### config.mk
export PLATFORM = sky130hd
export DESIGN_NAME = disk_track_bitstream_formatter
export DESIGN_NICKNAME = d
export VERILOG_FILES = /design/src/design/dtbf_pkg.sv /design/src/design/disk_track_bitstream_formatter.sv /design/src/design/dtbf_front.sv /design/src/design/dtbf_queue.sv /design/src/design/dtbf_back.sv
export SDC_FILE = /design/constraint.sdc
export NUM_CORES = 1
export LEC_CHECK = 0
export BUFFER_PORTS_ARGS = -buffer_cell sky130_fd_sc_hd__buf_2
export CORE_ASPECT_RATIO = 0.75
export CORE_MARGIN = 1
export CORE_UTILIZATION = 50
export CTS_CLUSTER_SIZE = 16
export DETAILED_ROUTE_END_ITERATION = 6
export PLACE_DENSITY = 0.76
export SLEW_MARGIN = 0
export SYNTH_ARGS = -nofsm -noshare
export SYNTH_HDL_FRONTEND = slang
export SYNTH_SLANG_ARGS = --single-unit
### constraint.sdc
create_clock -name clock -period 9.6 [get_ports clock]
set_clock_uncertainty 0.05 [all_clocks]
set_input_delay 0.48 -clock clock [delete_from_list [all_inputs] [get_ports clock]]
set_output_delay 0.48 -clock clock [all_outputs]
set_load 0.005 [all_outputs]
### src/design/dtbf_pkg.sv
// Shared types, constants and helpers of the disk track bit-stream formatter.
package dtbf_pkg;

   localparam int SECTOR_BYTES    = 2048;
   localparam int PREAMBLE_BYTES  = 248;
   localparam int GAP_BYTES       = 32;
   localparam int WORD_BITS       = 64;
   localparam int FRAME_BITS      = 11;
   localparam int PREAMBLE_WORDS  = PREAMBLE_BYTES * 8 / WORD_BITS;
   localparam int GAP_WORDS       = GAP_BYTES * 8 / WORD_BITS;
   localparam int TRACK_WORDS_MAX = 432;
   localparam int MAX_RESULTS     = 64;
   localparam int QUEUE_DEPTH     = 4;
   localparam int QUEUE_PTR_W     = $clog2(QUEUE_DEPTH);
   localparam int BYTE_COUNT_W    = $clog2(SECTOR_BYTES);
   localparam int CSR_INDEX_W     = 1;
   localparam int CSR_DATA_W      = 16;

   localparam logic [7:0] SECTOR_PAGES = 8'(SECTOR_BYTES / 256);
   localparam logic [7:0] MARK_SYNC0   = 8'h43;
   localparam logic [7:0] MARK_SYNC1   = 8'h57;
   localparam logic [7:0] MARK_SYNC2   = 8'h58;
   localparam logic [7:0] MARK_SECT0   = 8'h76;
   localparam logic [7:0] MARK_SECT1   = 8'h01;
   localparam logic [7:0] MARK_SECT2   = 8'h08;
   localparam logic [7:0] MARK_END0    = 8'h47;
   localparam logic [7:0] MARK_END1    = 8'h53;

   localparam logic [15:0] BOOT_ADDR_RESET = 16'h2200;
   localparam logic [8:0]  TRACK_LEN_RESET = 9'd416;

   localparam logic [CSR_INDEX_W-1:0] CSR_BOOT_ADDR = 1'b0;
   localparam logic [CSR_INDEX_W-1:0] CSR_TRACK_LEN = 1'b1;

   localparam logic CMD_START = 1'b0;
   localparam logic CMD_DATA  = 1'b1;

   typedef struct packed {
      logic       command;
      logic [6:0] track_number;
      logic [7:0] data_byte;
   } req_type;

   typedef struct packed {
      logic [WORD_BITS-1:0] track_word;
      logic                 last_of_run;
      logic                 last_of_track;
   } rsp_type;

   typedef enum logic [1:0] {
      OP_START,
      OP_DATA,
      OP_CLOSE
   } op_kind_type;

   typedef struct packed {
      op_kind_type kind;
      logic        boot;
      logic [7:0]  value;
   } op_type;

   typedef struct packed {
      logic   valid;
      op_type op;
   } push_type;

   // tens by reciprocal multiply, good for the whole 7-bit range
   function automatic logic [7:0] bcd_of(input logic [6:0] trk);
      logic [14:0] prod;
      logic [3:0]  tens;
      logic [6:0]  tens_x10;
      logic [3:0]  ones;
      prod     = 15'(trk) * 15'd205;
      tens     = prod[14:11];
      tens_x10 = 7'({tens, 3'b000}) + 7'({tens, 1'b0});
      ones     = 4'(trk - tens_x10);
      return {tens, ones};
   endfunction

endpackage

### src/design/disk_track_bitstream_formatter.sv
// Top level of the disk track bit-stream formatter: CSRs, front end, queue and back end.
// Data byte: one byte per cycle sustained while the back end is idle and the output is not stalled.
// Start track: a setup step, then one preamble or header step per cycle unless the output stalls
//    (31 + 3 or 11 steps), giving 31 or 36 words; the sequencer in the back end sets this.
// Track close: data frame, trailers if not boot, pad words (one per cycle unless stalled) to length, 64 words at most.
// Reset: synchronous; clears queue, track state and response valid, CSRs return to 0x2200 and 416.
module disk_track_bitstream_formatter (
   input  logic                                 clock,
   input  logic                                 reset,
   input  logic                                 req_valid,
   output logic                                 req_ready,
   input  dtbf_pkg::req_type                    req,
   output logic                                 rsp_valid,
   input  logic                                 rsp_ready,
   output dtbf_pkg::rsp_type                    rsp,
   input  logic                                 csr_valid,
   output logic                                 csr_ready,
   input  logic [dtbf_pkg::CSR_INDEX_W-1:0]     csr_index,
   input  logic [dtbf_pkg::CSR_DATA_W-1:0]      csr_data
);
   import dtbf_pkg::*;

   logic [15:0] boot_addr_ff;
   logic [8:0]  track_len_ff;
   push_type    push;
   logic        q_full, pop, head_valid;
   op_type      head;

   assign csr_ready = 1'b1;

   always_ff @(posedge clock) begin
      if (reset) begin
         boot_addr_ff <= BOOT_ADDR_RESET;
         track_len_ff <= TRACK_LEN_RESET;
      end else if (csr_valid && csr_ready) begin
         unique case (csr_index)
            CSR_BOOT_ADDR: boot_addr_ff <= csr_data[15:0];
            CSR_TRACK_LEN: track_len_ff <= csr_data[8:0];
            default:       boot_addr_ff <= boot_addr_ff;
         endcase
      end
   end

   dtbf_front u_front (
      .clock     (clock),
      .reset     (reset),
      .req_valid (req_valid),
      .req_ready (req_ready),
      .req       (req),
      .q_full    (q_full),
      .push      (push)
   );

   dtbf_queue u_queue (
      .clock      (clock),
      .reset      (reset),
      .push       (push),
      .q_full     (q_full),
      .pop        (pop),
      .head_valid (head_valid),
      .head       (head)
   );

   dtbf_back u_back (
      .clock      (clock),
      .reset      (reset),
      .head_valid (head_valid),
      .head       (head),
      .pop        (pop),
      .boot_addr  (boot_addr_ff),
      .track_len  (track_len_ff),
      .rsp_valid  (rsp_valid),
      .rsp_ready  (rsp_ready),
      .rsp        (rsp)
   );

endmodule

### src/design/dtbf_front.sv
// Front end: accepts request transactions, tracks the open track and classifies items.
module dtbf_front (
   input  logic              clock,
   input  logic              reset,
   input  logic              req_valid,
   output logic              req_ready,
   input  dtbf_pkg::req_type req,
   input  logic              q_full,
   output dtbf_pkg::push_type push
);
   import dtbf_pkg::*;

   logic                    open_ff, open_in;
   logic [BYTE_COUNT_W-1:0] count_ff, count_in;
   logic                    accept;

   assign req_ready = !q_full;
   assign accept    = req_valid && req_ready;

   always_comb begin
      push     = '0;
      open_in  = open_ff;
      count_in = count_ff;
      if (accept) begin
         if (req.command == CMD_START) begin
            push.valid    = 1'b1;
            push.op.kind  = OP_START;
            push.op.boot  = (req.track_number == 7'd0);
            push.op.value = bcd_of(req.track_number);
            open_in       = 1'b1;
            count_in      = '0;
         end else if (open_ff) begin
            push.valid    = 1'b1;
            push.op.value = req.data_byte;
            if (count_ff == BYTE_COUNT_W'(SECTOR_BYTES - 1)) begin
               push.op.kind = OP_CLOSE;
               open_in      = 1'b0;
               count_in     = '0;
            end else begin
               push.op.kind = OP_DATA;
               count_in     = count_ff + 1'b1;
            end
         end
      end
   end

   always_ff @(posedge clock) begin
      if (reset) begin
         open_ff  <= 1'b0;
         count_ff <= '0;
      end else begin
         open_ff  <= open_in;
         count_ff <= count_in;
      end
   end

`ifndef SYNTHESIS
   a_stray_dropped: assert property (@(posedge clock) disable iff (reset)
      (accept && req.command == CMD_DATA && !open_ff) |-> !push.valid)
      else $error("data byte queued with no open track");
`endif

endmodule

### src/design/dtbf_queue.sv
// Short operation queue between the front end and the bit packer.
module dtbf_queue (
   input  logic               clock,
   input  logic               reset,
   input  dtbf_pkg::push_type push,
   output logic               q_full,
   input  logic               pop,
   output logic               head_valid,
   output dtbf_pkg::op_type   head
);
   import dtbf_pkg::*;

   op_type                 mem_ff [QUEUE_DEPTH];
   logic [QUEUE_PTR_W-1:0] wr_ptr_ff, wr_ptr_in;
   logic [QUEUE_PTR_W-1:0] rd_ptr_ff, rd_ptr_in;
   logic [QUEUE_PTR_W:0]   count_ff, count_in;
   logic                   do_push, do_pop;

   assign q_full     = (count_ff == (QUEUE_PTR_W+1)'(QUEUE_DEPTH));
   assign head_valid = (count_ff != '0);
   assign head       = mem_ff[rd_ptr_ff];
   assign do_push    = push.valid && !q_full;
   assign do_pop     = pop && head_valid;

   always_comb begin
      wr_ptr_in = do_push ? wr_ptr_ff + 1'b1 : wr_ptr_ff;
      rd_ptr_in = do_pop ? rd_ptr_ff + 1'b1 : rd_ptr_ff;
      count_in  = count_ff;
      if (do_push && !do_pop) begin
         count_in = count_ff + 1'b1;
      end else if (do_pop && !do_push) begin
         count_in = count_ff - 1'b1;
      end
   end

   always_ff @(posedge clock) begin
      if (reset) begin
         wr_ptr_ff <= '0;
         rd_ptr_ff <= '0;
         count_ff  <= '0;
      end else begin
         wr_ptr_ff <= wr_ptr_in;
         rd_ptr_ff <= rd_ptr_in;
         count_ff  <= count_in;
      end
   end

   always_ff @(posedge clock) begin
      if (do_push) begin
         mem_ff[wr_ptr_ff] <= push.op;
      end
   end

`ifndef SYNTHESIS
   a_no_push_full: assert property (@(posedge clock) disable iff (reset)
      q_full |-> !push.valid)
      else $error("push into full queue");
`endif

endmodule

### src/design/dtbf_back.sv
// Back end: header sequencer, bit packer, word hold stage and response register.
module dtbf_back (
   input  logic              clock,
   input  logic              reset,
   input  logic              head_valid,
   input  dtbf_pkg::op_type  head,
   output logic              pop,
   input  logic [15:0]       boot_addr,
   input  logic [8:0]        track_len,
   output logic              rsp_valid,
   input  logic              rsp_ready,
   output dtbf_pkg::rsp_type rsp
);
   import dtbf_pkg::*;

   localparam int CNT_W = 5;
   localparam int WIN_W = 2 * WORD_BITS;

   localparam logic [CNT_W-1:0] PREAMBLE_LAST = CNT_W'(PREAMBLE_WORDS - 1);
   localparam logic [CNT_W-1:0] HDR_ADDR_LO   = CNT_W'(0);
   localparam logic [CNT_W-1:0] HDR_ADDR_HI   = CNT_W'(1);
   localparam logic [CNT_W-1:0] HDR_SYNC0     = CNT_W'(0);
   localparam logic [CNT_W-1:0] HDR_SYNC1     = CNT_W'(1);
   localparam logic [CNT_W-1:0] HDR_TRACK     = CNT_W'(2);
   localparam logic [CNT_W-1:0] HDR_SYNC2     = CNT_W'(3);
   localparam logic [CNT_W-1:0] HDR_GAP_FIRST = CNT_W'(4);
   localparam logic [CNT_W-1:0] HDR_GAP_END   = CNT_W'(4 + GAP_WORDS);
   localparam logic [CNT_W-1:0] HDR_SECT1     = CNT_W'(5 + GAP_WORDS);
   localparam logic [CNT_W-1:0] TRAIL_LAST    = CNT_W'(1);
   localparam logic [5:0]       RUN_LAST      = 6'(MAX_RESULTS - 1);

   typedef enum logic [2:0] {
      ST_IDLE,
      ST_PRE,
      ST_HDR,
      ST_TRAIL,
      ST_PAD
   } state_type;

   typedef enum logic [2:0] {
      SK_NONE,
      SK_INIT,
      SK_FRAME,
      SK_ONES,
      SK_FLUSH
   } step_kind_type;

   function automatic logic [FRAME_BITS-1:0] frame_bits(input logic [7:0] value);
      logic [FRAME_BITS-1:0] f;
      f[FRAME_BITS-1] = 1'b0;
      for (int i = 0; i < 8; i++) begin
         f[FRAME_BITS-2-i] = value[i];
      end
      f[1] = ^value;
      f[0] = 1'b1;
      return f;
   endfunction

   state_type            state_ff, state_in;
   logic [CNT_W-1:0]     cnt_ff, cnt_in;
   logic                 boot_ff, boot_in;
   logic [7:0]           bcd_ff, bcd_in;
   logic [WORD_BITS-1:0] acc_ff, acc_in;
   logic [5:0]           fill_ff, fill_in;
   logic [8:0]           words_ff, words_in;
   logic [5:0]           run_ff, run_in;
   logic                 pend_valid_ff, pend_valid_in;
   logic                 pend_final_ff, pend_final_in;
   logic                 pend_track_ff, pend_track_in;
   logic [WORD_BITS-1:0] pend_word_ff, pend_word_in;
   logic                 rsp_valid_ff, rsp_valid_in;
   rsp_type              rsp_ff, rsp_in;

   step_kind_type        step_kind;
   logic [7:0]           step_byte;
   logic                 step_final, step_track;
   logic                 step_emits, step_fire, out_free, pend_out;
   logic [6:0]           fill_sum, shamt;
   logic [WIN_W-1:0]     fmask, fval, packed_w;
   logic [WORD_BITS-1:0] emit_word;
   logic [8:0]           len_eff;

   assign len_eff  = (track_len > 9'(TRACK_WORDS_MAX)) ? 9'(TRACK_WORDS_MAX) : track_len;
   assign fill_sum = {1'b0, fill_ff} + 7'(FRAME_BITS);
   assign shamt    = 7'(WIN_W - FRAME_BITS) - {1'b0, fill_ff};
   assign fmask    = {{(WIN_W-FRAME_BITS){1'b0}}, {FRAME_BITS{1'b1}}} << shamt;
   assign fval     = {{(WIN_W-FRAME_BITS){1'b0}}, frame_bits(step_byte)} << shamt;
   assign packed_w = ({acc_ff, {WORD_BITS{1'b1}}} & ~fmask) | fval;
   assign out_free = !rsp_valid_ff || rsp_ready;

   // step decode
   always_comb begin
      step_kind  = SK_NONE;
      step_byte  = '0;
      step_final = 1'b0;
      step_track = 1'b0;
      unique case (state_ff)
         ST_IDLE: begin
            if (head_valid) begin
               step_byte = head.value;
               unique case (head.kind)
                  OP_START: step_kind = SK_INIT;
                  OP_DATA: begin
                     step_kind  = SK_FRAME;
                     step_final = 1'b1;
                  end
                  OP_CLOSE: step_kind = SK_FRAME;
                  default:  step_kind = SK_NONE;
               endcase
            end
         end
         ST_PRE: step_kind = SK_ONES;
         ST_HDR: begin
            step_kind = SK_FRAME;
            if (boot_ff) begin
               priority if (cnt_ff == HDR_ADDR_LO) begin
                  step_byte = boot_addr[7:0];
               end else if (cnt_ff == HDR_ADDR_HI) begin
                  step_byte = boot_addr[15:8];
               end else begin
                  step_byte  = SECTOR_PAGES;
                  step_final = 1'b1;
               end
            end else if (cnt_ff >= HDR_GAP_FIRST && cnt_ff < HDR_GAP_END) begin
               step_kind = SK_ONES;
            end else begin
               unique case (cnt_ff)
                  HDR_SYNC0:   step_byte = MARK_SYNC0;
                  HDR_SYNC1:   step_byte = MARK_SYNC1;
                  HDR_TRACK:   step_byte = bcd_ff;
                  HDR_SYNC2:   step_byte = MARK_SYNC2;
                  HDR_GAP_END: step_byte = MARK_SECT0;
                  HDR_SECT1:   step_byte = MARK_SECT1;
                  default: begin
                     step_byte  = MARK_SECT2;
                     step_final = 1'b1;
                  end
               endcase
            end
         end
         ST_TRAIL: begin
            step_kind = SK_FRAME;
            step_byte = (cnt_ff == TRAIL_LAST) ? MARK_END1 : MARK_END0;
         end
         ST_PAD: begin
            step_kind  = SK_FLUSH;
            // padding also ends at the per-transaction word limit
            step_final = (({1'b0, words_ff} + 10'd1) >= {1'b0, len_eff}) ||
                         (run_ff == RUN_LAST);
            step_track = step_final;
         end
         default: step_kind = SK_NONE;
      endcase
   end

   always_comb begin
      unique case (step_kind)
         SK_FRAME:         step_emits = fill_sum[6];
         SK_ONES, SK_FLUSH: step_emits = 1'b1;
         default:          step_emits = 1'b0;
      endcase
   end

   assign step_fire = (step_kind != SK_NONE) && (!step_emits || !pend_valid_ff || out_free);
   assign pend_out  = pend_valid_ff && out_free && (pend_final_ff || (step_fire && step_emits));
   assign pop       = step_fire && (state_ff == ST_IDLE);
   assign emit_word = (step_kind == SK_FRAME) ? packed_w[WIN_W-1:WORD_BITS] : acc_ff;

   // datapath and sequencing
   always_comb begin
      state_in = state_ff;
      cnt_in   = cnt_ff;
      boot_in  = boot_ff;
      bcd_in   = bcd_ff;
      acc_in   = acc_ff;
      fill_in  = fill_ff;
      words_in = words_ff;
      run_in   = run_ff;
      if (step_fire) begin
         if (step_emits) begin
            words_in = words_ff + 1'b1;
            run_in   = run_ff + 1'b1;
         end
         unique case (step_kind)
            SK_INIT: begin
               acc_in   = '1;
               fill_in  = '0;
               words_in = '0;
               boot_in  = head.boot;
               bcd_in   = head.value;
            end
            SK_FRAME: begin
               acc_in  = step_emits ? packed_w[WORD_BITS-1:0] : packed_w[WIN_W-1:WORD_BITS];
               fill_in = fill_sum[5:0];
            end
            SK_ONES: acc_in = '1;
            SK_FLUSH: begin
               acc_in  = '1;
               fill_in = '0;
            end
            default: acc_in = acc_ff;
         endcase
         unique case (state_ff)
            ST_IDLE: begin
               cnt_in = '0;
               run_in = {5'd0, step_emits};
               if (head.kind == OP_START) begin
                  state_in = ST_PRE;
               end else if (head.kind == OP_CLOSE) begin
                  state_in = boot_ff ? ST_PAD : ST_TRAIL;
               end
            end
            ST_PRE: begin
               if (cnt_ff == PREAMBLE_LAST) begin
                  state_in = ST_HDR;
                  cnt_in   = '0;
               end else begin
                  cnt_in = cnt_ff + 1'b1;
               end
            end
            ST_HDR: begin
               cnt_in = cnt_ff + 1'b1;
               if (step_final) begin
                  state_in = ST_IDLE;
               end
            end
            ST_TRAIL: begin
               cnt_in = cnt_ff + 1'b1;
               if (cnt_ff == TRAIL_LAST) begin
                  state_in = ST_PAD;
               end
            end
            ST_PAD: begin
               if (step_final) begin
                  state_in = ST_IDLE;
               end
            end
            default: state_in = ST_IDLE;
         endcase
      end
   end

   // hold stage: a word waits until it is known whether it ends its transaction
   always_comb begin
      pend_valid_in = pend_valid_ff;
      pend_final_in = pend_final_ff;
      pend_track_in = pend_track_ff;
      pend_word_in  = pend_word_ff;
      if (step_fire && step_emits) begin
         pend_valid_in = 1'b1;
         pend_final_in = step_final;
         pend_track_in = step_track;
         pend_word_in  = emit_word;
      end else if (pend_out) begin
         pend_valid_in = 1'b0;
      end else if (step_fire && step_final && pend_valid_ff) begin
         pend_final_in = 1'b1;
      end
      rsp_in       = rsp_ff;
      rsp_valid_in = rsp_valid_ff && !rsp_ready;
      if (pend_out) begin
         rsp_valid_in         = 1'b1;
         rsp_in.track_word    = pend_word_ff;
         rsp_in.last_of_run   = pend_final_ff;
         rsp_in.last_of_track = pend_track_ff;
      end
   end

   always_ff @(posedge clock) begin
      if (reset) begin
         state_ff      <= ST_IDLE;
         cnt_ff        <= '0;
         boot_ff       <= 1'b0;
         acc_ff        <= '1;
         fill_ff       <= '0;
         words_ff      <= '0;
         run_ff        <= '0;
         pend_valid_ff <= 1'b0;
         pend_final_ff <= 1'b0;
         pend_track_ff <= 1'b0;
         rsp_valid_ff  <= 1'b0;
      end else begin
         state_ff      <= state_in;
         cnt_ff        <= cnt_in;
         boot_ff       <= boot_in;
         bcd_ff        <= bcd_in;
         acc_ff        <= acc_in;
         fill_ff       <= fill_in;
         words_ff      <= words_in;
         run_ff        <= run_in;
         pend_valid_ff <= pend_valid_in;
         pend_final_ff <= pend_final_in;
         pend_track_ff <= pend_track_in;
         pend_word_ff  <= pend_word_in;
         rsp_valid_ff  <= rsp_valid_in;
         rsp_ff        <= rsp_in;
      end
   end

   assign rsp_valid = rsp_valid_ff;
   assign rsp       = rsp_ff;

`ifndef SYNTHESIS
   a_track_end_ends_run: assert property (@(posedge clock) disable iff (reset)
      (rsp_valid_ff && rsp_ff.last_of_track) |-> rsp_ff.last_of_run)
      else $error("track end without run end");
   a_idle_hold_final: assert property (@(posedge clock) disable iff (reset)
      (state_ff == ST_IDLE && pend_valid_ff) |-> pend_final_ff)
      else $error("held word not closed at idle");
   a_preamble_aligned: assert property (@(posedge clock) disable iff (reset)
      (state_ff == ST_PRE) |-> (fill_ff == '0))
      else $error("preamble not word aligned");
`endif

endmodule
==> impl_metrics.env <==
export IMPL_cts_tree="yes"
export IMPL_peakVddDrop_mv=0.2794
export IMPL_antenna_found_initial=1
export IMPL_path_class="reg -> reg"
export IMPL_hold_start="csr_data[13]"
export IMPL_grt_max_degree=67
export IMPL_grt_pass1_vias=13950
export IMPL_post_route_period_util=0.5863
export IMPL_worstSetupStartpointType="register"
export IMPL_cts_made_buffers=34
export IMPL_gp_congestion=1.048
export IMPL_drtPass1Iterations=7
export IMPL_r2r_end="u_back.acc_ff[20]$_SDFFE_PP1P_"
export IMPL_area_delta_synth_final_pct=11.59
export IMPL_cts_root_buffer_cell="clkbuf_16"
export IMPL_yosys_register_bits=326
export IMPL_worst_slack_ns=3.972
export IMPL_yosysMostFrequentCell="o21ai_0"
export IMPL_yosysTopAreaCell="edfxtp_1"
export IMPL_max_freq_mhz=177.7
export IMPL_critPathArrivalTime_ns=5.95
export IMPL_wl_per_cell_um=22.85
export IMPL_r2r_slack_ns=3.97
export IMPL_io_pins=107
export IMPL_die_area_um2=35550
export IMPL_preCtsSetupSlack_ns=4.132
export IMPL_ys_flop_type="edfxtp_1"
export IMPL_critPathMaxFanout=23
export IMPL_maxSlewViolCount=0
export IMPL_dpl_hpwl_um=37800
export IMPL_async_flop_share=0
export IMPL_synth_nets=1900
export IMPL_cts_resized=0
export IMPL_reg2reg_depth=14
export IMPL_portBuffers=105
export IMPL_tightest_slew_ns=1.036
export IMPL_drtIter0Drc=1738
export IMPL_synth_area_um2=17400
export IMPL_syn_inst=1779
export IMPL_synth_top_area_share=0.3142
export IMPL_worstHoldEndpoint="boot_addr_ff[13]$_SDFFE_PP1P_"
export IMPL_clkTransAtPathRegs_ns=0.07
export IMPL_cap_viol_max_count=0
export IMPL_relSlewSlack=0.3083
export IMPL_cts_setup_buffers=0
export IMPL_fin_cells=2324
export IMPL_status="complete, no violations"
export IMPL_endpoint_kind="register"
export IMPL_cp_required_ns=9.92
export IMPL_track_usage=0.3002
export IMPL_final_setup_tns_ns=0
export IMPL_dp_cells=2262
export IMPL_hold_depth=3
export IMPL_synth_edf_count=182
export IMPL_ys_seq_area_frac=0.4799
export IMPL_powerDensity_nw_per_um2=320.9
export IMPL_grt_pass1_wl_um=81830
export IMPL_hp_class="in -> reg"
export IMPL_ant_nets=0
export IMPL_grt_overflow_total=0
export IMPL_clk_insertion_delay_late_ns=0.54
export IMPL_p_leak_nw=7.113
export IMPL_htreeDepth=2
export IMPL_die_w_um=217.4
export IMPL_routed_via_density=6.373
export IMPL_core_um2=33890
export IMPL_setup_violations=0
export IMPL_drive_above_1_share=0.1339
export IMPL_row_count=58
export IMPL_die_h_um=163.5
export IMPL_floorplan_initialDensity=0.5133
export IMPL_ys_warnings_count=0
export IMPL_post_synth_num_cell_types=104
export IMPL_clock_sinks=326
export IMPL_synth_area_per_cell_um2=9.778
export IMPL_synthTopCellsByCount="o21ai_0, nand2_1, edfxtp_1"
export IMPL_clock_path_buffers=3
export IMPL_postRouteWirelength_um=53100
export IMPL_num_vias=14810
export IMPL_hold_violations=0
export IMPL_rsz0062_at_grt="no"
export IMPL_drcViolationCount=0
export IMPL_cts_hold_buf=0
export IMPL_fin_crit_ns=5.628
export IMPL_diodes=0
export IMPL_synth_area_leaders="edfxtp_1, dfxtp_1, o21ai_0"
export IMPL_final_nets=1969
-- cell type report --
type | instances | area [um^2]
clock buffer | 48 | 1007
sequential | 326 | 8348
tap | 450 | 563.0
clock inverter | 14 | 96.34
fill | 2923 | 14480
timing repair buffer | 130 | 713.2
multi-input combinational | 1305 | 8493
inverter | 51 | 191.4
-- critical path, stage by stage, from the launching register on --
cell       delay, ns
dfxtp_1         0.77
mux4_1          0.70
inv_1           0.11
ha_1            0.14
nand2b_1        0.06
a21oi_1         0.56
inv_1           0.18
o211a_1         0.26
buf_4           0.23
nor2_1          0.69
buf_4           0.31
nand2_1         0.53
nand2_1         0.53
o2bb2ai_1       0.17
o311ai_0        0.14
-- state kept, by name, indices dropped and copies added (netlist names), 2 cells and up, named ones only --
signal and cells:
u_back.words_ff 9, u_front.count_ff 11, track_len_ff 9, u_back.run_ff 6, u_back.bcd_ff 8, u_queue.wr_ptr_ff 2
u_queue.rd_ptr_ff 2, u_back.fill_ff 6, u_back.acc_ff 64, u_back.pend_word_ff 64, u_back.rsp 66, u_back.state_ff 3
u_queue.mem_ff 44, u_queue.count_ff 3, u_back.cnt_ff 5, boot_addr_ff 16
-- kinds of logic (layout without fill, tap and decap cells) --
family	count (synthesis)	after routing	synth area share
compound gates	591	591	0.2194
xor+xnor	55	55	0.03158
fa+ha+maj	83	83	0.06358
buf+inv	148	243	0.03381
flops	326	326	0.4799
mux	32	32	0.03028
other cells	1	1	0.0002156
simple gates	543	543	0.1413
-- routing by layer --
metal,global-route usage,part of all wire,up-vias
met5,0,0.00024,-
met2,0.4213,0.40,841
li1,-,-,6722
met4,0.07810,0.019,2
met3,0.09311,0.12,109
met1,0.4433,0.46,7136
-- layout by cell type (no fill, tap or decap), types with 18 or more instances in the layout --
cell,synthesis,routed
a21o_1,23,23
a21oi_1,132,131
a31oi_1,31,31
buf_2,8,105
buf_4,2,25
clkbuf_16,0,37
dfxtp_1,144,144
edfxtp_1,182,182
ha_1,74,74
inv_1,49,49
nand2_1,211,211
nand3_1,42,42
nor2_1,155,153
nor3_1,34,33
o211ai_1,22,22
o21ai_0,213,213
o22ai_1,18,18
xnor2_1,22,21
xor2_1,29,29
-- worst max-delay path by stage --
| stage | startpoint | cells past startpoint | end | slack (ns) |
|---|---|---|---|---|
| after floorplan | register | 13 | u_back.rsp[0]$_DFFE_PP_ | 1.64 |
| after global placement | register | 14 | u_back.acc_ff[20]$_SDFFE_PP1P_ | 4.36 |
| after detailed placement | register | 14 | u_back.acc_ff[20]$_SDFFE_PP1P_ | 4.13 |
| after CTS | register | 14 | u_back.acc_ff[20]$_SDFFE_PP1P_ | 4.04 |
| after global routing | register | 14 | u_back.acc_ff[20]$_SDFFE_PP1P_ | 3.54 |
| final | register | 14 | u_back.acc_ff[20]$_SDFFE_PP1P_ | 3.97 |
-- power breakdown --
part	internal [mW]	switching (mW)
Combinational	0.941	2.17
Sequential	1.70	0.107
Clock	0.761	0.554
Total	3.40	2.83
-- through the flow --
| step | power, mW | cell area (um^2) | util | hold WS, ns |
|---|---|---|---|---|
| CTS | 6.107 | 19410 | 0.5728 | 0.09356 |
| floorplan | 3.856 | 17400 | - | 0.3503 |
| detailed placement | 4.794 | 18310 | 0.5402 | 0.3545 |
| global route | 6.497 | 19410 | 0.5728 | 0.1167 |
| global placement | 4.727 | 18310 | 0.5402 | 0.3519 |
| finish | 6.228 | 19410 | 0.5728 | 0.1137 |
Note: power is estimated with default switching activity, not from simulation.
